[config.mk]
export PLATFORM = sky130hd
export DESIGN_NAME = round_robin_task_scheduler_sem_core
export DESIGN_NICKNAME = d
export VERILOG_FILES = /design/src/rrts_pkg.sv /design/src/rrts_task_ram.sv /design/src/rrts_sem_file.sv /design/src/round_robin_task_scheduler_sem_core.sv
export VERILOG_INCLUDE_DIRS = /design/src /design/src/src
export SDC_FILE = /design/constraint.sdc
export NUM_CORES = 1
export LEC_CHECK = 0
export ABC_AREA = 0
export BUFFER_PORTS_ARGS = -buffer_cell sky130_fd_sc_hd__buf_2
export CAP_MARGIN = 10
export CORE_ASPECT_RATIO = 1.4
export CORE_MARGIN = 5
export CORE_UTILIZATION = 45
export CTS_BUF_LIST = sky130_fd_sc_hd__clkbuf_8 sky130_fd_sc_hd__clkbuf_16
export DETAILED_ROUTE_END_ITERATION = 12
export GPL_TIMING_DRIVEN = 0
export PLACE_DENSITY = 0.68
export RECOVER_POWER = 25
export REMOVE_ABC_BUFFERS = 1
export SYNTH_ARGS = -nofsm -noshare
export SYNTH_HDL_FRONTEND = slang
export SYNTH_SLANG_ARGS = --single-unit
[constraint.sdc]
create_clock -name clk -period 5.6 [get_ports clk]
set_clock_uncertainty 0.1 [all_clocks]
set_input_delay 1.12 -clock clk [delete_from_list [all_inputs] [get_ports clk]]
set_output_delay 1.12 -clock clk [all_outputs]
set_load 0.05 [all_outputs]
[src/round_robin_task_scheduler_sem_core_macros.svh]
// Assertion macros for the scheduler core.
// Depends on nothing; the top level takes this header by include.
`ifndef ROUND_ROBIN_TASK_SCHEDULER_SEM_CORE_MACROS_SVH
`define ROUND_ROBIN_TASK_SCHEDULER_SEM_CORE_MACROS_SVH

`ifndef ASSERT_OFF
`define RRTS_ASSERT(lbl, ck, rs, prop) \
  lbl: assert property (@(posedge ck) disable iff (rs) prop) \
    else $error("rrts assertion failed");
`define RRTS_ASSERT_IMP(lbl, ck, rs, ante, cons) \
  `RRTS_ASSERT(lbl, ck, rs, (ante) |-> (cons))
`else
`define RRTS_ASSERT(lbl, ck, rs, prop)
`define RRTS_ASSERT_IMP(lbl, ck, rs, ante, cons)
`endif

`endif

[src/rrts_pkg.sv]
// Shared types and constants of the round-robin scheduler core.
// No dependencies; used by the task RAM, the semaphore file and the top level.
`timescale 1ns / 1ps

package rrts_pkg;

  localparam int TASK_SLOTS = 8;
  localparam int SEM_SLOTS  = 4;

  localparam int TID_W  = $clog2(TASK_SLOTS);
  localparam int BLK_W  = $clog2(SEM_SLOTS + 1);
  localparam int SIDX_W = (SEM_SLOTS > 1) ? $clog2(SEM_SLOTS) : 1;
  localparam int CNT_W  = 9;

  typedef logic [TID_W-1:0]        tid_t;
  typedef logic signed [CNT_W-1:0] cnt_t;

  localparam cnt_t CNT_MAX = 9'sd255;
  localparam cnt_t CNT_MIN = 9'sh100;

  typedef enum logic [2:0] {
    ACT_CREATE = 3'd0,
    ACT_SCHED  = 3'd1,
    ACT_INIT   = 3'd2,
    ACT_WAIT   = 3'd3,
    ACT_SIGNAL = 3'd4
  } act_t;

  typedef enum logic [1:0] {
    PH_FREE    = 2'd0,
    PH_CREATED = 2'd1,
    PH_READY   = 2'd2,
    PH_RUNNING = 2'd3
  } phase_t;

  typedef enum logic [1:0] {
    STS_OK        = 2'd0,
    STS_NO_SLOT   = 2'd1,
    STS_NO_RUN    = 2'd2,
    STS_NO_WAITER = 2'd3
  } status_t;

  typedef enum logic [2:0] {
    S_IDLE,
    S_RDCUR,
    S_CREATE2,
    S_WALK,
    S_DONE
  } state_t;

  typedef struct packed {
    tid_t             nxt;
    phase_t           ph;
    logic [BLK_W-1:0] blk;
  } task_ent_t;

  typedef struct packed {
    logic      en;
    tid_t      addr;
    task_ent_t data;
  } ram_wr_t;

endpackage

[src/rrts_task_ram.sv]
// Task table RAM: ring link, phase and blocking semaphore per slot.
// Depends on rrts_pkg. One write and one read port, read data registered.
`timescale 1ns / 1ps

module rrts_task_ram (
  input  logic               clk,
  input  logic               rst,
  input  rrts_pkg::ram_wr_t  wr,
  input  rrts_pkg::tid_t     rd_addr,
  output rrts_pkg::task_ent_t rd_data
);

  rrts_pkg::task_ent_t mem [rrts_pkg::TASK_SLOTS];
  logic [rrts_pkg::TASK_SLOTS-1:0] valid;
  rrts_pkg::task_ent_t rd_q;
  logic                rd_vld;
  rrts_pkg::tid_t      rd_idx;
  rrts_pkg::task_ent_t rst_ent;

  always_ff @(posedge clk) begin
    if (wr.en) begin
      mem[wr.addr] <= wr.data;
    end
    rd_q   <= mem[rd_addr];
    rd_idx <= rd_addr;
  end

  // Valid bits stand in for clearing the table: an unwritten slot reads as reset.
  always_ff @(posedge clk) begin
    if (rst) begin
      valid  <= '0;
      rd_vld <= 1'b0;
    end else begin
      rd_vld <= valid[rd_addr];
      if (wr.en) begin
        valid[wr.addr] <= 1'b1;
      end
    end
  end

  always_comb begin
    rst_ent.nxt = '0;
    rst_ent.ph  = (rd_idx == '0) ? rrts_pkg::PH_CREATED : rrts_pkg::PH_FREE;
    rst_ent.blk = '0;
    rd_data     = rd_vld ? rd_q : rst_ent;
  end

endmodule

[src/rrts_sem_file.sv]
// Semaphore count registers with saturating wait and signal updates.
// Depends on rrts_pkg.
`timescale 1ns / 1ps

module rrts_sem_file (
  input  logic                      clk,
  input  logic                      rst,
  input  logic                      en,
  input  rrts_pkg::act_t            action,
  input  logic [rrts_pkg::SIDX_W-1:0] idx,
  input  logic [7:0]                init_count,
  output rrts_pkg::cnt_t            cnt_new
);

  rrts_pkg::cnt_t cnt [rrts_pkg::SEM_SLOTS];
  rrts_pkg::cnt_t cur;

  always_comb begin
    cur = cnt[idx];
    case (action)
      rrts_pkg::ACT_INIT:   cnt_new = $signed({1'b0, init_count});
      rrts_pkg::ACT_WAIT:   cnt_new = (cur > rrts_pkg::CNT_MIN) ? cur - 9'sd1 : cur;
      rrts_pkg::ACT_SIGNAL: cnt_new = (cur < rrts_pkg::CNT_MAX) ? cur + 9'sd1 : cur;
      default:              cnt_new = cur;
    endcase
  end

  always_ff @(posedge clk) begin
    if (rst) begin
      for (int i = 0; i < rrts_pkg::SEM_SLOTS; i++) begin
        cnt[i] <= '0;
      end
    end else if (en) begin
      cnt[idx] <= cnt_new;
    end
  end

endmodule

[src/round_robin_task_scheduler_sem_core.sv]
// Accept to result valid: init, wait without blocking, signal without wakeup, unused
// actions and create on a full ring go straight to the result; a blocking wait reads
// and marks the current task; create adds the new slot, then relinks; schedule and a
// signal that must wake a waiter walk k = 1..8 ring entries, one per cycle from the task
// RAM. One item at a time; the next item is taken once the result is registered.
// Synchronous reset: idle task current, slot 0 linked to itself, counts zero.
`timescale 1ns / 1ps
`include "round_robin_task_scheduler_sem_core_macros.svh"

module round_robin_task_scheduler_sem_core (
  input  logic        clk,
  input  logic        rst,
  input  logic        s_tvalid,
  output logic        s_tready,
  input  logic [15:0] s_tdata,  // [1:0] sem_id, [9:2] init_count, [15:10] zero
  input  logic [2:0]  s_tuser,  // [2:0] action
  output logic        m_tvalid,
  input  logic        m_tready,
  output logic [15:0] m_tdata   // [2:0] task_id, [3] first_run, [4] suspend_request,
                                // [6:5] status, [15:7] sem_value
);

  rrts_pkg::state_t    state, state_next;
  rrts_pkg::tid_t      cur_tid;
  logic [rrts_pkg::TID_W:0] next_free_id;
  rrts_pkg::act_t      act;
  logic [1:0]          sem;
  rrts_pkg::tid_t      walk_t;
  rrts_pkg::tid_t      cnt;
  rrts_pkg::task_ent_t ent;
  rrts_pkg::tid_t      res_tid;
  logic                res_first;
  logic                res_susp;
  rrts_pkg::status_t   res_status;
  rrts_pkg::cnt_t      res_semv;

  logic                accept;
  rrts_pkg::act_t      act_in;
  logic [1:0]          sem_in;
  logic                sem_ok;
  logic                sem_op;
  logic                ring_full;
  rrts_pkg::cnt_t      cnt_new;
  rrts_pkg::ram_wr_t   wr;
  rrts_pkg::tid_t      rd_addr;
  rrts_pkg::task_ent_t rd;
  logic                match;
  logic                last_step;
  logic                out_load;
  logic [rrts_pkg::BLK_W-1:0] sem_code;

  assign s_tready  = (state == rrts_pkg::S_IDLE);
  assign accept    = s_tvalid && s_tready;
  assign act_in    = rrts_pkg::act_t'(s_tuser);
  assign sem_in    = s_tdata[1:0];
  assign sem_ok    = (32'(sem_in) < rrts_pkg::SEM_SLOTS);
  assign sem_op    = sem_ok && (act_in == rrts_pkg::ACT_INIT || act_in == rrts_pkg::ACT_WAIT ||
                                act_in == rrts_pkg::ACT_SIGNAL);
  assign ring_full = (next_free_id >= (rrts_pkg::TID_W + 1)'(rrts_pkg::TASK_SLOTS));
  assign sem_code  = rrts_pkg::BLK_W'(sem) + rrts_pkg::BLK_W'(1);
  assign last_step = (cnt == rrts_pkg::tid_t'(rrts_pkg::TASK_SLOTS - 1));
  assign out_load  = (state == rrts_pkg::S_DONE) && (!m_tvalid || m_tready);

  rrts_sem_file u_sem (
    .clk        (clk),
    .rst        (rst),
    .en         (accept && sem_op),
    .action     (act_in),
    .idx        (sem_in[rrts_pkg::SIDX_W-1:0]),
    .init_count (s_tdata[9:2]),
    .cnt_new    (cnt_new)
  );

  rrts_task_ram u_ram (
    .clk     (clk),
    .rst     (rst),
    .wr      (wr),
    .rd_addr (rd_addr),
    .rd_data (rd)
  );

  always_ff @(posedge clk) begin
    if (rst) begin
      state <= rrts_pkg::S_IDLE;
    end else begin
      state <= state_next;
    end
  end

  // Sequencer: next state and RAM port control.
  always_comb begin
    state_next = state;
    rd_addr    = cur_tid;
    wr         = '0;
    match      = (act == rrts_pkg::ACT_SCHED) ? (rd.blk == '0) : (rd.blk == sem_code);
    case (state)
      rrts_pkg::S_IDLE: begin
        if (accept) begin
          case (act_in)
            rrts_pkg::ACT_CREATE: state_next = ring_full ? rrts_pkg::S_DONE : rrts_pkg::S_RDCUR;
            rrts_pkg::ACT_SCHED:  state_next = rrts_pkg::S_RDCUR;
            rrts_pkg::ACT_WAIT:
              state_next = (sem_ok && cnt_new < 0) ? rrts_pkg::S_RDCUR : rrts_pkg::S_DONE;
            rrts_pkg::ACT_SIGNAL:
              state_next = (sem_ok && cnt_new <= 0) ? rrts_pkg::S_RDCUR : rrts_pkg::S_DONE;
            default: state_next = rrts_pkg::S_DONE;
          endcase
        end
      end
      rrts_pkg::S_RDCUR: begin
        case (act)
          rrts_pkg::ACT_CREATE: begin
            wr.en       = 1'b1;
            wr.addr     = next_free_id[rrts_pkg::TID_W-1:0];
            wr.data.nxt = rd.nxt;
            wr.data.ph  = rrts_pkg::PH_CREATED;
            wr.data.blk = '0;
            state_next  = rrts_pkg::S_CREATE2;
          end
          rrts_pkg::ACT_SCHED: begin
            wr.en       = 1'b1;
            wr.addr     = cur_tid;
            wr.data     = rd;
            wr.data.ph  = rrts_pkg::PH_READY;
            rd_addr     = rd.nxt;
            state_next  = rrts_pkg::S_WALK;
          end
          rrts_pkg::ACT_WAIT: begin
            wr.en       = 1'b1;
            wr.addr     = cur_tid;
            wr.data     = rd;
            wr.data.blk = sem_code;
            state_next  = rrts_pkg::S_DONE;
          end
          rrts_pkg::ACT_SIGNAL: begin
            rd_addr    = rd.nxt;
            state_next = rrts_pkg::S_WALK;
          end
          default: state_next = rrts_pkg::S_DONE;
        endcase
      end
      rrts_pkg::S_CREATE2: begin
        wr.en       = 1'b1;
        wr.addr     = cur_tid;
        wr.data     = ent;
        wr.data.nxt = res_tid;
        state_next  = rrts_pkg::S_DONE;
      end
      rrts_pkg::S_WALK: begin
        if (match) begin
          wr.en   = 1'b1;
          wr.addr = walk_t;
          wr.data = rd;
          if (act == rrts_pkg::ACT_SCHED) begin
            wr.data.ph = rrts_pkg::PH_RUNNING;
          end else begin
            wr.data.blk = '0;
          end
          state_next = rrts_pkg::S_DONE;
        end else if (last_step) begin
          state_next = rrts_pkg::S_DONE;
        end else begin
          rd_addr = rd.nxt;
        end
      end
      rrts_pkg::S_DONE: begin
        if (out_load) begin
          state_next = rrts_pkg::S_IDLE;
        end
      end
      default: state_next = rrts_pkg::S_IDLE;
    endcase
  end

  always_ff @(posedge clk) begin
    if (rst) begin
      cur_tid      <= '0;
      next_free_id <= (rrts_pkg::TID_W + 1)'(1);
    end else begin
      if (state == rrts_pkg::S_RDCUR && act == rrts_pkg::ACT_CREATE) begin
        next_free_id <= next_free_id + 1'b1;
      end
      if (state == rrts_pkg::S_WALK && match && act == rrts_pkg::ACT_SCHED) begin
        cur_tid <= walk_t;
      end
    end
  end

  // Item payload and walk bookkeeping.
  always_ff @(posedge clk) begin
    case (state)
      rrts_pkg::S_IDLE: begin
        if (accept) begin
          act        <= act_in;
          sem        <= sem_in;
          res_tid    <= cur_tid;
          res_first  <= 1'b0;
          res_susp   <= (act_in == rrts_pkg::ACT_WAIT) && sem_ok && (cnt_new < 0);
          res_status <= (act_in == rrts_pkg::ACT_CREATE && ring_full) ?
                        rrts_pkg::STS_NO_SLOT : rrts_pkg::STS_OK;
          res_semv   <= sem_op ? cnt_new : '0;
        end
      end
      rrts_pkg::S_RDCUR: begin
        ent    <= rd;
        walk_t <= rd.nxt;
        cnt    <= '0;
        if (act == rrts_pkg::ACT_CREATE) begin
          res_tid <= next_free_id[rrts_pkg::TID_W-1:0];
        end
      end
      rrts_pkg::S_WALK: begin
        if (match) begin
          if (act == rrts_pkg::ACT_SCHED) begin
            res_tid <= walk_t;
            // The current task was just marked ready, so it never counts as a first run.
            res_first <= (rd.ph == rrts_pkg::PH_CREATED) && (walk_t != cur_tid);
          end
        end else if (last_step) begin
          res_status <= (act == rrts_pkg::ACT_SCHED) ? rrts_pkg::STS_NO_RUN :
                        rrts_pkg::STS_NO_WAITER;
        end else begin
          walk_t <= rd.nxt;
          cnt    <= cnt + 1'b1;
        end
      end
      default: begin
      end
    endcase
  end

  always_ff @(posedge clk) begin
    if (rst) begin
      m_tvalid <= 1'b0;
    end else if (out_load) begin
      m_tvalid <= 1'b1;
    end else if (m_tready) begin
      m_tvalid <= 1'b0;
    end
  end

  always_ff @(posedge clk) begin
    if (out_load) begin
      m_tdata <= {res_semv, res_status, res_susp, res_first, res_tid};
    end
  end

  `RRTS_ASSERT_IMP(a_busy_after_accept, clk, rst, accept, ##1 (state != rrts_pkg::S_IDLE))
  `RRTS_ASSERT(a_cur_created, clk, rst, next_free_id > {1'b0, cur_tid})
  `RRTS_ASSERT(a_nfid_range, clk, rst,
               next_free_id <= (rrts_pkg::TID_W + 1)'(rrts_pkg::TASK_SLOTS))
  `RRTS_ASSERT_IMP(a_out_from_done, clk, rst, $rose(m_tvalid), $past(state) == rrts_pkg::S_DONE)

endmodule
## Yosys cells after proc, flatten, opt, wreduce, memory -nomap -nowiden

Memory sizes are Yosys's and may differ from the RTL's. A register that Yosys moved wholly into a read port is not among the register bits.
Index checks and enable logic that the tools add are counted.

- Logic and storage cells: 152
- Memories kept: 2
- Memory bits (writable): 100
- Bits of input ports: 23
- Register bits: 71

- Reduce and logical (&&, ||, !) cells: 31
- Multiplexer cells: 62
- Add/sub/neg operators: 5
- Eq/ne operators: 24
- Bitwise logic cells: 1
- Order comparisons: 8

Memory list:

| name | depth | bits a word | read ports | clocked after memory_dff | wr ports | line | text |
|---|---|---|---|---|---|---|---|
| u_ram.mem | 8 | 8 | 1 | 1 | 1 | rrts_task_ram.sv:13 | `rrts_pkg::task_ent_t mem [rrts_pkg::TASK_SLOTS];` |
| u_sem.cnt | 4 | 9 | 1 | 0 | 4 | rrts_sem_file.sv:15 | `rrts_pkg::cnt_t cnt [rrts_pkg::SEM_SLOTS];` |

Operators with widths:

| operator | count |
|---|---|
| one-hot mux 12 bit (3 select lines) | 2 |
| 2-to-1 mux 3 bit | 19 |
| 2-to-1 mux 9 bit | 3 |
| one-hot mux 9 bit (3 select lines) | 1 |
| one-hot mux 3 bit (2 select lines) | 4 |
| 2-to-1 mux 1 bit | 19 |
| equality test 3 x 2 -> 1 bit, second input constant | 5 |
| logical NOT 3 bit | 5 |
| one-hot mux 3 bit (5 select lines) | 1 |
| equality test 3 bit, second input constant | 4 |
| 2-to-1 mux 12 bit | 1 |
| inequality test 2 bit, second input constant | 6 |
| one-hot mux 3 bit (4 select lines) | 1 |
| logical AND 1 bit | 10 |
| 2-to-1 mux 2 bit | 5 |
| adder 9 x 2 -> 9 bit, second input constant | 1 |
| equality test 3 x 1 -> 1 bit, second input constant | 3 |
| > comparator 9 bit, second input constant | 1 |
| less-or-equal comparator 9 x 1 -> 1 bit, second input constant | 1 |
| < comparator 9 x 1 -> 1 bit, second input constant | 1 |
| < comparator 9 bit, second input constant | 1 |
| one-hot mux 3 bit (3 select lines) | 1 |
| OR reduction 9 bit | 1 |
| subtractor 9 x 2 -> 9 bit, second input constant | 1 |
| other kinds (26) | 34 |

## Depth between registers and ports, before layout

- Depth after elaboration: 12
- Depth in mapped cells: 15

## Hierarchy

Synthesis repeated with hierarchy kept, for this count alone.

- Cell total of the unflattened synthesis: 627
- Area, all modules: 8374.3 sq um

Modules (own cells, without submodules):

| module | sequential area each (sq um) | instances | area an instance (sq um) | cells each |
|---|---|---|---|---|
| rrts_task_ram | 2322.2 | 1 | 3149.3 | 154 |
| round_robin_task_scheduler_sem_core | 1661.6 | 1 | 2757.6 | 234 |
| rrts_sem_file | 1081.0 | 1 | 2467.4 | 239 |

## Least setup slack after synthesis

Ideal clock, no wire load.

- Path kind: input port to flip-flop
- Start point: input port s_tdata[0]
- End point: register state[2]
- Required time: 5.368 ns
- Buffers on the path: 1
- Slack: 1.149 ns
- Library setup time: 0.132 ns
- Arrival time: 4.219 ns
- Stages on the path: 13
- Cell sequence: buf_6 -> mux4_2 -> inv_1 -> ha_1 -> nand2_1 -> or3_1 -> a211o_4 -> nor3b_1 -> a211oi_1 -> and3_1 -> nand4_1 -> a221oi_2 -> o32ai_1

- Cells in the longest elaborated chain, start to end: 9
- Elaborated cells on any way between the ends: 15

Ends and longest elaborated chain:

| item | line | text |
|---|---|---|
| start: declaration | round_robin_task_scheduler_sem_core.sv:15 | `input logic [15:0] s_tdata,` |
| memory (4 x 9 bit) * | -- |  |
| adder 9 x 2 -> 9 bit (tied with other cells) | rrts_sem_file.sv:23 | `rrts_pkg::ACT_SIGNAL: cnt_new = (cur < rrts_pkg::CNT_MAX) ? cur + 9'sd1 : cur;` |
| 2-to-1 mux 9 bit (on tied branches) | rrts_sem_file.sv:23, rrts_sem_file.sv:22 |  |
| one-hot mux 9 bit (3 select lines) * | rrts_sem_file.sv:20 | `case (action)` |
| less-or-equal comparator 9 x 1 -> 1 bit or < comparator 9 x 1 -> 1 bit (tied branches) | round_robin_task_scheduler_sem_core.sv:105, round_robin_task_scheduler_sem_core.sv:103 |  |
| 2-to-1 mux 3 bit (on tied branches) | round_robin_task_scheduler_sem_core.sv:105, round_robin_task_scheduler_sem_core.sv:103 |  |
| one-hot mux 3 bit (4 select lines) * | round_robin_task_scheduler_sem_core.sv:99 | `case (act_in)` |
| 2-to-1 mux 3 bit * | round_robin_task_scheduler_sem_core.sv:98 | `if (accept) begin` |
| one-hot mux 3 bit (5 select lines) * | round_robin_task_scheduler_sem_core.sv:96 | `case (state)` |
| end signal: assignment | round_robin_task_scheduler_sem_core.sv:84 | `state <= rrts_pkg::S_IDLE;` |
| end signal: assignment | round_robin_task_scheduler_sem_core.sv:86 | `state <= state_next;` |
| end: declaration | round_robin_task_scheduler_sem_core.sv:23 | `rrts_pkg::state_t state, state_next;` |

Every way passes the cells marked *; elsewhere a longest branch is shown, timed or not. The select of a mux whose other input is x is not followed.
A chain may end at the register's enable or synchronous reset.

## Worst setup path after layout

- Start point: input port s_tdata[1]
- End point: register state[2]

The elaborated chain is that of the path after synthesis.

==> impl_metrics.env <==
export IMPL_run_status="complete, no violations"
export IMPL_synth_fa_ha_area_frac=0.0106
export IMPL_dieHeight_um=170
export IMPL_fmaxAchievable_ghz=0.189
export IMPL_wl_per_cell_um=19.3
export IMPL_synth_compound_area_frac=0.0934
export IMPL_post_route_util=0.512
export IMPL_finalNetCount=713
export IMPL_ant_nets=0
export IMPL_rsz0062_at_grt="false"
export IMPL_crit_chain="clkbuf_1 > mux4_2 > inv_1 > ha_1 > nand2_1 > or3_1 > a21o_1 > mux2_2 > a211oi_1 > and3_1 > nand4_1 > a221oi_2 > o32ai_1"
export IMPL_antenna_found_initial=0
export IMPL_cts_root_buffer="clkbuf_16"
export IMPL_drtPass1Iterations=5
export IMPL_drv_slew=0
export IMPL_critical_path_class="input pin to flop"
export IMPL_gr_usage_all_layers=0.173
export IMPL_syn2layout_area_growth_pct=12.1
export IMPL_clkSlewWorstSetupHoldPaths_ns=0.07
export IMPL_core_area_um2=18000
export IMPL_vias_per_cell=5.60
export IMPL_cp_slowest_cell="a211oi_1"
export IMPL_grt_start_max_net_pins=26
export IMPL_hpwl_um=13100
export IMPL_cts_sinks=179
export IMPL_drt_total_wl_um=18100
export IMPL_crit_arrival_ns=5.49
export IMPL_syn_area_um2=8230
export IMPL_syn_inst=658
export IMPL_slowest_delay_ns=0.74
export IMPL_crit_path_start_kind="input pin"
export IMPL_cts_tree="built"
export IMPL_rows=58
export IMPL_p_leak_nw=3.51
export IMPL_worstPathRequired_ns=5.79
export IMPL_end_kind="flop"
export IMPL_insertion_delay_ns=0.43
export IMPL_worstMarginPinSlew_ns=1.46
export IMPL_setup_viol=0
export IMPL_relSlewSlack=0.0200
export IMPL_cap_violations=0
export IMPL_power_density_nw_per_um2=316
export IMPL_synth_top_family_by_area="simple AND/OR/NAND/NOR gates"
export IMPL_dr_total_vias=5237
export IMPL_first_iter_violations=299
export IMPL_yosys_most_used_dff="edfxtp_1"
export IMPL_die_area_um2=21100
export IMPL_yosysSeqAreaShare=0.616
export IMPL_p_int_mw=2.24
export IMPL_fin_ws_ns=0.300
export IMPL_setup_tns_final_ns=0
export IMPL_drc=0
export IMPL_clkPwrFrac=0.414
export IMPL_finalHoldViolations=0
export IMPL_crit_fanout=16
export IMPL_yosys_register_bits=179
export IMPL_antenna_cells=0
export IMPL_die_w_um=124
export IMPL_power_frac_seq=0.513
export IMPL_grt_pass1_vias=5472
export IMPL_synth_edff_count=148
export IMPL_period_minus_slack_ns=5.30
export IMPL_period_share=0.946
export IMPL_ys_types=67
export IMPL_grt_first_pass_wirelength_um=28600
export IMPL_cts_resized=0
export IMPL_htreeDepth=4
export IMPL_pwr_share_comb=0.073
export IMPL_synth_avg_cell_area_um2=12.5
export IMPL_portBuffers=34
export IMPL_post_cts_buffers=0
export IMPL_grt_overflow_total=0
export IMPL_ir_worst_vdd_v=0.000188
export IMPL_p_switching_mw=0.665
export IMPL_yosys_area_share_xor_xnor=0.00852
export IMPL_switching_share=0.229
export IMPL_place_area_um2=8630
export IMPL_hp_class="flop to flop"
export IMPL_pre_cts_slack_ns=-0.0254
export IMPL_synthSimpleGateAreaFrac=0.125
export IMPL_stdcell_area_um2=9220
export IMPL_drive_gt1_frac=0.138
export IMPL_place_gp_congestion=0.893
export IMPL_cts_hold_buf=0
export IMPL_synthArstFlopShare=0
export IMPL_cts_max_path_buffers=2
export IMPL_cts_buffers=17
export IMPL_yosys_warnings=0
export IMPL_synth_area_mux_share=0.118
export IMPL_boundaryPins=41
export IMPL_start_util=0.457
-- cells in the final DEF, fill, tap and decap left out, types with 3 or more instances in the layout --
master / n
a31oi_1: 5
a211o_1: 4
mux2_2: 13
or3_1: 3
edfxtp_1: 148
nor2b_1: 5
and3_1: 8
nand4_1: 4
clkbuf_1: 20
nand2b_1: 13
nand3_1: 8
ha_1: 7
nand2_1: 47
a22o_1: 3
a211oi_1: 7
and2_1: 5
or2_2: 7
nor2_1: 80
inv_1: 19
xnor2_1: 5
dfxtp_1: 31
inv_6: 3
bufinv_16: 3
buf_2: 15
o31ai_1: 4
nor3b_1: 4
nor3_1: 14
clkbuf_16: 17
mux2i_1: 60
xor2_1: 3
o21ai_0: 24
mux4_2: 8
a2111oi_0: 4
a21o_1: 4
a21oi_1: 34
-- cell type report --
| cell class | instances | area, um^2 |
|---|---|---|
| Clock inverter | 15 | 180 |
| Sequential cell | 179 | 5060 |
| Fill cell | 1606 | 8780 |
| Multi-Input combinational cell | 427 | 2960 |
| Timing Repair Buffer | 39 | 221 |
| Inverter | 19 | 71.3 |
| Tap cell | 240 | 300 |
| Clock buffer | 17 | 425 |
-- state kept, by name (all words and copies together) (netlist names), 4 cells and up --
signal and count:
m_tdata 16, next_free_id 4, u_ram.valid 8, ent 5
u_ram.mem 64, u_ram.rd_q 8, u_sem.cnt 36, res_semv 9
-- final timing paths --
check        cells after the start  slack (ns)        start              end
max reg2reg                      8        1.01       act[1]  u_ram.mem[2][3]
min                              0        0.32  res_semv[6]      m_tdata[13]
min reg2reg                      0        0.32  res_semv[6]      m_tdata[13]
max                             13        0.30   s_tdata[1]         state[2]
-- synthesized netlist by cell type, types with 6 or more instances --
master | count | area share
clkbuf_1 | 20 | 0.0091
nand2b_1 | 13 | 0.0099
o21ai_0 | 24 | 0.015
and2_1 | 7 | 0.0053
dfxtp_1 | 31 | 0.075
and3_1 | 8 | 0.0061
mux4_2 | 8 | 0.022
a21oi_1 | 34 | 0.021
nor2_1 | 80 | 0.036
mux2i_1 | 62 | 0.075
inv_1 | 18 | 0.0082
nand3_1 | 8 | 0.0049
edfxtp_1 | 148 | 0.54
ha_1 | 7 | 0.011
nand2_1 | 47 | 0.021
buf_2 | 6 | 0.0036
a211oi_1 | 7 | 0.0064
or2_2 | 7 | 0.0053
nor3_1 | 15 | 0.0091
mux2_2 | 13 | 0.018
-- logic make-up after synthesis --
logic type      after synthesis
simple gates                214
flops                       179
compound gates              114
mux                          84
buf+inv                      52
xor+xnor                      8
fa+ha+maj                     7
-- per-stage QoR --
| stage | hold WS [ns] | power, mW | instances |
|---|---|---|---|
| 6_report | 0.321 | 2.91 | 936 |
| 3_5_place_dp | 0.310 | 1.73 | 902 |
| 4_1_cts | 0.322 | 2.93 | 934 |
| 2_1_floorplan | 0.300 | 1.66 | 625 |
| 3_3_place_gp | 0.301 | 1.73 | 899 |
| 5_1_grt | 0.327 | 3.01 | 936 |
-- critical path: cells and delay by family --
family / cells / cell delay (ns)
compound gates: 4 / 1.46
fa+ha+maj: 1 / 0.24
buf+inv: 2 / 0.82
mux: 2 / 0.78
simple gates: 4 / 1.07
-- metal layers --
metal,track usage,vias up,wire length (um)
li1,-,2505,-
met1,0.187,2577,7090
met2,0.333,123,10100
met3,0.0323,32,555
met4,0.0639,0,363
met5,0,-,0
-- power by group through the flow --
stage	clock [mW]	combinational [mW]	sequential [mW]
4_1_cts	1.23	0.215	1.49
6_report	1.21	0.213	1.49
3_5_place_dp	0	0.214	1.52
2_1_floorplan	0	0.120	1.54
3_3_place_gp	0	0.210	1.52
5_1_grt	1.29	0.229	1.49
(Power assumes the default switching activity.)
